==> src/hdl/sfr_pkg.sv <==
// Shared types and constants of the stuffed frame receiver.
// Depends on nothing; the top level, the core and the simulation files import it.
package sfr_pkg;

    localparam logic [7:0] CODE_START = 8'hEA;
    localparam logic [7:0] CODE_END   = 8'hEB;
    localparam logic [7:0] CODE_ESC   = 8'hEC;
    localparam logic [7:0] ESC_MASK   = 8'hAB;
    localparam logic [7:0] XOR_SEED   = 8'hAB;

    localparam logic [1:0] KIND_NONE = 2'd0;
    localparam logic [1:0] KIND_BYTE = 2'd1;
    localparam logic [1:0] KIND_GOOD = 2'd2;
    localparam logic [1:0] KIND_BAD  = 2'd3;

    typedef struct packed {
        logic [1:0] kind;
        logic [7:0] data_byte;
        logic [7:0] byte_index;
        logic [8:0] frame_length;
    } sfr_result_t;

endpackage

==> src/hdl/sfr_in_if.sv <==
// Input channel of the stuffed frame receiver: one raw line byte per transfer.
// Depends on nothing.
interface sfr_in_if;
    logic       valid;
    logic       ready;
    logic [7:0] in_byte;

    modport source (output valid, output in_byte, input ready);
    modport sink   (input valid, input in_byte, output ready);
endinterface

==> src/hdl/sfr_out_if.sv <==
// Result channel of the stuffed frame receiver: one result item per transfer.
// Depends on nothing.
interface sfr_out_if;
    logic       valid;
    logic       ready;
    logic [1:0] kind;
    logic [7:0] data_byte;
    logic [7:0] byte_index;
    logic [8:0] frame_length;

    modport source (output valid, output kind, output data_byte, output byte_index,
                    output frame_length, input ready);
    modport sink   (input valid, input kind, input data_byte, input byte_index,
                    input frame_length, output ready);
endinterface

==> src/hdl/stuffed_frame_receiver_top.sv <==
// Top level of the stuffed frame receiver: input register, deframing core and
// result register. Depends on sfr_pkg, sfr_in_if, sfr_out_if and sfr_core.
//
// Usage: line carries one raw received byte per transfer, start, end and escape
// codes included. Every accepted byte gives exactly one transfer on result:
// kind 0 for a code or a dropped byte, kind 1 with the unescaped byte and its
// index for a stored frame byte, and kind 2 or 3 with the verdict at an end code.
// Each accepted byte passes the input register, then the core's combinational
// update feeds the result register, whose valid flag drives result.valid.
// Throughput is one byte per cycle while result is not stalled; the bound is
// the core's state update, which takes one byte per clock.
// While result is stalled, both registers hold and line.ready drops once the
// input register is full too; no byte is lost or repeated.
// Reset clears both valid flags and returns the core to the state of an empty
// frame with the XOR check seeded.
module stuffed_frame_receiver_top
    import sfr_pkg::*;
#(
    parameter int FRAME_CAPACITY = 256
)
(
    input  logic clk,
    input  logic rst_n,
    sfr_in_if.sink    line,
    sfr_out_if.source result
);

    logic        in_valid_reg;
    logic [7:0]  in_byte_reg;
    logic        out_valid_reg;
    sfr_result_t out_reg;
    sfr_result_t core_result;
    logic        out_advance;
    logic        step;

    assign out_advance = !out_valid_reg || result.ready;
    assign step        = in_valid_reg && out_advance;
    assign line.ready  = !in_valid_reg || out_advance;

    sfr_core #(
        .FRAME_CAPACITY (FRAME_CAPACITY)
    ) u_core (
        .clk       (clk),
        .rst_n     (rst_n),
        .step      (step),
        .line_byte (in_byte_reg),
        .result    (core_result)
    );

    always_ff @(posedge clk or negedge rst_n)
    begin
        if (!rst_n)
        begin
            in_valid_reg  <= 1'b0;
            out_valid_reg <= 1'b0;
        end
        else
        begin
            if (line.ready)
            begin
                in_valid_reg <= line.valid;
            end
            if (out_advance)
            begin
                out_valid_reg <= in_valid_reg;
            end
        end
    end

    always_ff @(posedge clk)
    begin
        if (line.valid && line.ready)
        begin
            in_byte_reg <= line.in_byte;
        end
        if (step)
        begin
            out_reg <= core_result;
        end
    end

    assign result.valid        = out_valid_reg;
    assign result.kind         = out_reg.kind;
    assign result.data_byte    = out_reg.data_byte;
    assign result.byte_index   = out_reg.byte_index;
    assign result.frame_length = out_reg.frame_length;

endmodule

==> src/hdl/sfr_core.sv <==
// Deframing state and running checks of the stuffed frame receiver.
// Depends on sfr_pkg; the state advances by one byte when step is high.
module sfr_core
    import sfr_pkg::*;
#(
    parameter int FRAME_CAPACITY = 256
)
(
    input  logic        clk,
    input  logic        rst_n,
    input  logic        step,
    input  logic [7:0]  line_byte,
    output sfr_result_t result
);

    logic [8:0] write_index_reg,    write_index_next;
    logic       escape_pending_reg, escape_pending_next;
    logic [7:0] payload_length_reg, payload_length_next;
    logic [7:0] xor_acc_reg,        xor_acc_next;
    logic [7:0] sum_acc_reg,        sum_acc_next;
    logic [7:0] xor_check_reg,      xor_check_next;
    logic [7:0] sum_check_reg,      sum_check_next;

    logic [7:0] unescaped;
    logic [8:0] len_ext;
    logic [9:0] min_count;
    logic       good;

    assign unescaped = escape_pending_reg ? (line_byte ^ ESC_MASK) : line_byte;
    assign len_ext   = {1'b0, payload_length_reg};
    assign min_count = {2'b00, payload_length_reg} + 10'd3;
    assign good      = ({1'b0, write_index_reg} >= min_count)
                     && (xor_acc_reg == xor_check_reg)
                     && (sum_acc_reg == sum_check_reg);

    always_comb
    begin
        write_index_next    = write_index_reg;
        escape_pending_next = escape_pending_reg;
        payload_length_next = payload_length_reg;
        xor_acc_next        = xor_acc_reg;
        sum_acc_next        = sum_acc_reg;
        xor_check_next      = xor_check_reg;
        sum_check_next      = sum_check_reg;
        result              = '0;
        result.kind         = KIND_NONE;

        if (line_byte == CODE_START)
        begin
            write_index_next    = '0;
            escape_pending_next = 1'b0;
            payload_length_next = '0;
            xor_acc_next        = XOR_SEED;
            sum_acc_next        = '0;
            xor_check_next      = '0;
            sum_check_next      = '0;
        end
        else if (line_byte == CODE_ESC)
        begin
            escape_pending_next = 1'b1;
        end
        else if (line_byte == CODE_END)
        begin
            escape_pending_next = 1'b0;
            if (good)
            begin
                result.kind         = KIND_GOOD;
                result.frame_length = write_index_reg;
            end
            else
            begin
                result.kind = KIND_BAD;
            end
        end
        else if (write_index_reg < 9'(FRAME_CAPACITY))
        begin
            // Bytes past the capacity are dropped and leave the escape flag as it was.
            escape_pending_next = 1'b0;
            if (write_index_reg == 9'd0)
            begin
                payload_length_next = unescaped;
            end
            else if (write_index_reg <= len_ext)
            begin
                xor_acc_next = xor_acc_reg ^ unescaped;
                sum_acc_next = sum_acc_reg + unescaped;
            end
            else if (write_index_reg == len_ext + 9'd1)
            begin
                xor_check_next = unescaped;
            end
            else if (write_index_reg == len_ext + 9'd2)
            begin
                sum_check_next = unescaped;
            end
            write_index_next  = write_index_reg + 9'd1;
            result.kind       = KIND_BYTE;
            result.data_byte  = unescaped;
            result.byte_index = write_index_reg[7:0];
        end
    end

    always_ff @(posedge clk or negedge rst_n)
    begin
        if (!rst_n)
        begin
            write_index_reg    <= '0;
            escape_pending_reg <= 1'b0;
            payload_length_reg <= '0;
            xor_acc_reg        <= XOR_SEED;
            sum_acc_reg        <= '0;
            xor_check_reg      <= '0;
            sum_check_reg      <= '0;
        end
        else if (step)
        begin
            write_index_reg    <= write_index_next;
            escape_pending_reg <= escape_pending_next;
            payload_length_reg <= payload_length_next;
            xor_acc_reg        <= xor_acc_next;
            sum_acc_reg        <= sum_acc_next;
            xor_check_reg      <= xor_check_next;
            sum_check_reg      <= sum_check_next;
        end
    end

endmodule

==> src/flat_wrapper.sv <==
// flat-port wrapper written by rule: the top's interface ports become plain ports
module stuffed_frame_receiver_top_flat import sfr_pkg::*;
#(
    parameter int FRAME_CAPACITY = 256
)
  (clk, rst_n, line_valid, line_in_byte, line_ready, result_valid, result_kind, result_data_byte, result_byte_index, result_frame_length, result_ready);
  sfr_in_if line_i ();
  sfr_out_if result_i ();
  input  logic clk;
  input  logic rst_n;
  input wire logic [$bits(line_i.valid)-1:0] line_valid;
  input wire logic [$bits(line_i.in_byte)-1:0] line_in_byte;
  output wire logic [$bits(line_i.ready)-1:0] line_ready;
  output wire logic [$bits(result_i.valid)-1:0] result_valid;
  output wire logic [$bits(result_i.kind)-1:0] result_kind;
  output wire logic [$bits(result_i.data_byte)-1:0] result_data_byte;
  output wire logic [$bits(result_i.byte_index)-1:0] result_byte_index;
  output wire logic [$bits(result_i.frame_length)-1:0] result_frame_length;
  input wire logic [$bits(result_i.ready)-1:0] result_ready;
  assign line_i.valid = line_valid;
  assign line_i.in_byte = line_in_byte;
  assign line_ready = line_i.ready;
  assign result_valid = result_i.valid;
  assign result_kind = result_i.kind;
  assign result_data_byte = result_i.data_byte;
  assign result_byte_index = result_i.byte_index;
  assign result_frame_length = result_i.frame_length;
  assign result_i.ready = result_ready;
  stuffed_frame_receiver_top #(.FRAME_CAPACITY(FRAME_CAPACITY)) u_core (.clk(clk), .rst_n(rst_n), .line(line_i), .result(result_i));
endmodule
==> config.mk <==
export PLATFORM = sky130hd
export DESIGN_NAME = stuffed_frame_receiver_top_flat
export DESIGN_NICKNAME = d
export VERILOG_FILES = /design/src/hdl/sfr_pkg.sv /design/src/hdl/sfr_in_if.sv /design/src/hdl/sfr_out_if.sv /design/src/hdl/stuffed_frame_receiver_top.sv /design/src/hdl/sfr_core.sv /design/src/flat_wrapper.sv
export SDC_FILE = /design/constraint.sdc
export NUM_CORES = 1
export LEC_CHECK = 0
export ABC_AREA = 1
export BUFFER_PORTS_ARGS = -buffer_cell sky130_fd_sc_hd__buf_2
export CAP_MARGIN = 10
export CORE_MARGIN = 10
export CORE_UTILIZATION = 35
export DETAILED_ROUTE_END_ITERATION = 8
export GPL_ROUTABILITY_DRIVEN = 0
export SLEW_MARGIN = 20
export SYNTH_ARGS = -nofsm -noshare
export SYNTH_HDL_FRONTEND = slang
export SYNTH_SLANG_ARGS = --single-unit
==> constraint.sdc <==
create_clock -name clk -period 3.67 [get_ports clk]
set_clock_uncertainty 0.05 [all_clocks]
set_input_delay 0.1835 -clock clk [delete_from_list [all_inputs] [get_ports clk]]
set_output_delay 0.1835 -clock clk [all_outputs]
set_load 0.1 [all_outputs]
==> results_dict.tcl <==
set metrics [dict create \
    outcome "completed" \
    leakage_nw 2.92 \
    rows 44 \
    yosysSeqAreaShare_pct 44.9 \
    grt_pass1_wl_mm 23.3 \
    clock_sinks 87 \
    pwr-share-clk_pct 17.2 \
    layout_setup_ws_ns 0.759 \
    post_cts_buffers 0 \
    die_w_microns 142 \
    irDropWorstVdd_v 0.000340 \
    crit_path_top_delay_cell "dfrtp_1" \
    finalCriticalPeriod_ns 2.91 \
    cp_data_arrival_time_ns 2.94 \
    crit_path_end_kind "flip-flop" \
    netSwitchingPower_mw 2.71 \
    dieHeight_microns 142 \
    maxCapViolations 0 \
    n_antenna_cell 0 \
    netlist_top_cells_area "dfrtp_1 22%, edfxtp_1 20%, nand2_1 12%, ha_1 7.1%, nand3_1 6.8%" \
    drc 0 \
    grt_pass1_vias 4499 \
    crit_chain "inv_1, ha_1, nor2_1, nand3_1, xor2_1, ha_1, a21oi_1, nor2_1, a211oi_1, nand4_1, nand4_1, nor2_1" \
    numCtsBuffers 9 \
    setup_viol 0 \
    dp.final_hpwl_mm 10.7 \
    synth_flop_cell "dfrtp_1" \
    pwr-share-comb_pct 54.1 \
    clockRootBuffer "clkbuf_16" \
    crit_path_start_kind "flip-flop" \
    p_int_mw 2.89 \
    die-area_sq_um 20300 \
    cp_common_cell "nor2_1" \
    yosys_warnings 0 \
    yosysMostFrequentCell "nand2_1" \
    syn_area_per_cell_sq_um 8.15 \
    via_per_inst 5.11 \
    cts_tree "built" \
    fin_setup_tns_ns 0 \
    io_pins 41 \
    portBuffers 40 \
    dp_slack_ns 0.820 \
    netlist_area_sq_um 5250 \
    clockBufferDepth 2 \
    hold_viol_final 0 \
    firstDrtPassIters 5 \
    grt_setup_unrepaired "no" \
    clk_latency_ns 0.34 \
    synth_seq_cells 87 \
    layout-drive-gt1-share_pct 13.2 \
    synth_top_cells_by_count "170 x nand2_1, 71 x nand3_1, 70 x nor2_1" \
    stdcell_area_sq_um 6060 \
    fin_cells 887 \
    synthArstFlopShare_pct 59.8 \
    synth-edff-count 35 \
    dpl-instance-area_sq_um 5660 \
    antenna_left 0 \
    synth_cells 644 \
    hp-class "in2reg" \
    finalCritPeriodShare_pct 79.3 \
    finalNetCount 741 \
    dp.cells 862 \
    p_per_area_nw_per_um2 923 \
    drv_slew 0 \
    critPathMaxFanout 9 \
    routed_wl_mm 14.4 \
    initial_core_util_pct 35.9 \
    maxSlewHeadroom_pct 45.4 \
    core_area_sq_um 14600 \
    fillCellCount 1429 \
    post_drt_wl_per_cell_microns 16.2 \
    power_frac_seq_pct 28.7 \
    grtUsageTotal_pct 14.3 \
    cp.required_ns 3.70 \
    fmax_mhz 344 \
    synth_cell_type_count 38 \
    area_growth_pct 15.5 \
    grt_max_degree 30 \
    vias 4534 \
    antenna_found_initial 0 \
    cpPeakStageDelay_ns 0.45 \
    drt_iter0_drc 394 \
    synth_top_cell_area_share_pct 22.4 \
    clk_pin_slew_ns 0.06 \
    tightest_slew_ns 0.812 \
    synth_nets 687 \
    synth_top_area_cell "dfrtp_1" \
    swShare_pct 48.5 \
    critPathKind "reg2reg" \
    htreeDepth 3 \
    grt_overflow 0 \
]
==> stage by stage <==
step	utilization, %	power [mW]	hold WS, ns
finish	41.4	5.60	0.0261
global route	41.4	6.06	0.0516
CTS	41.4	5.57	0.0211
detailed placement	38.7	4.58	0.170
global placement	38.7	4.50	0.165
floorplan	-	3.89	-0.162
==> layout by cell type, fill, tap and decap left out, types with 2 or more instances in the layout <==
cell,instances
nand2_1,170
nand3_1,71
nor2_1,70
inv_1,63
dfrtp_1,47
buf_2,40
edfxtp_1,35
ha_1,30
o21ai_0,28
xor2_1,17
xnor2_1,15
o21ai_1,11
nand4_1,11
nand2_2,9
a21oi_1,9
clkbuf_16,9
dlygate4sd3_1,9
inv_2,8
dfstp_2,5
nor3_1,4
buf_4,4
nor2_4,3
clkinv_1,3
o31ai_1,3
nor4_1,3
o22ai_1,3
clkinv_2,3
nand3b_1,2
nand4_2,2
a22o_1,2
a211oi_1,2
bufinv_16,2
==> worst max-delay path: cells and delay by family (launching register included) <==
family	cells	cell delay (ns)
simple gates	6	1.01
xor+xnor	1	0.16
compound gates	2	0.32
flops	1	0.45
buf+inv	1	0.11
fa+ha+maj	2	0.55
==> final cells by class <==
class,count,area [sq um],area share [%]
clock buffers,9,225,3.71
clock inverters,7,87.6,1.44
multi-input cells,474,2570,42.4
repair buffers,53,320,5.28
well taps,184,230,3.80
flip-flops and latches,87,2360,38.9
inverters,73,274,4.52
==> logic make-up after synthesis <==
group	after synthesis	synth area share (%)
compound gates	61	6.74
buf+inv	83	6.24
fa+ha+maj	31	7.53
flops	87	44.9
xor+xnor	32	5.34
simple gates	350	29.2
==> repair_timing <==
| item | in CTS | in global routing |
|---|---|---|
| hold buffers | 9 | 0 |
| gates resized for setup | 0 | 0 |
| endpoints found under the hold margin | 30 | 0 |
==> worst paths after layout <==
check,end,startpoint,slack [ns],cells past startpoint
worst min register to register,u_core.result.valid,u_core.in_valid_reg,0.44,2
worst min-delay path,u_core.in_valid_reg,line_valid,0.03,3
min in group asynchronous,u_core.u_core.payload_length_reg[0],rst_n,0.35,2
worst max-delay path,u_core.result.frame_length[3],u_core.u_core.payload_length_reg[0],0.76,12
max in group asynchronous,u_core.u_core.xor_acc_reg[1],rst_n,2.35,3
worst max register to register,u_core.result.frame_length[3],u_core.u_core.payload_length_reg[0],0.76,12
==> routing by layer <==
| layer | track usage, % | routed length (microns) |
|---|---|---|
| met1 | 18.8 | 6670 |
| met2 | 23.2 | 6660 |
| met3 | 2.44 | 668 |
| met4 | 4.89 | 399 |
| met5 | 0 | 0 |
==> power by group through the flow <==
| stage | Sequential [mW] | Combinational, mW | Clock [mW] |
|---|---|---|---|
| after floorplan | 1.78 | 2.11 | 0 |
| after global placement | 1.60 | 2.89 | 0 |
| after detailed placement | 1.61 | 2.97 | 0 |
| after CTS | 1.60 | 3.00 | 0.975 |
| after global routing | 1.64 | 3.41 | 1.01 |
| final | 1.61 | 3.03 | 0.963 |
Note: power is estimated with default switching activity, not from simulation.
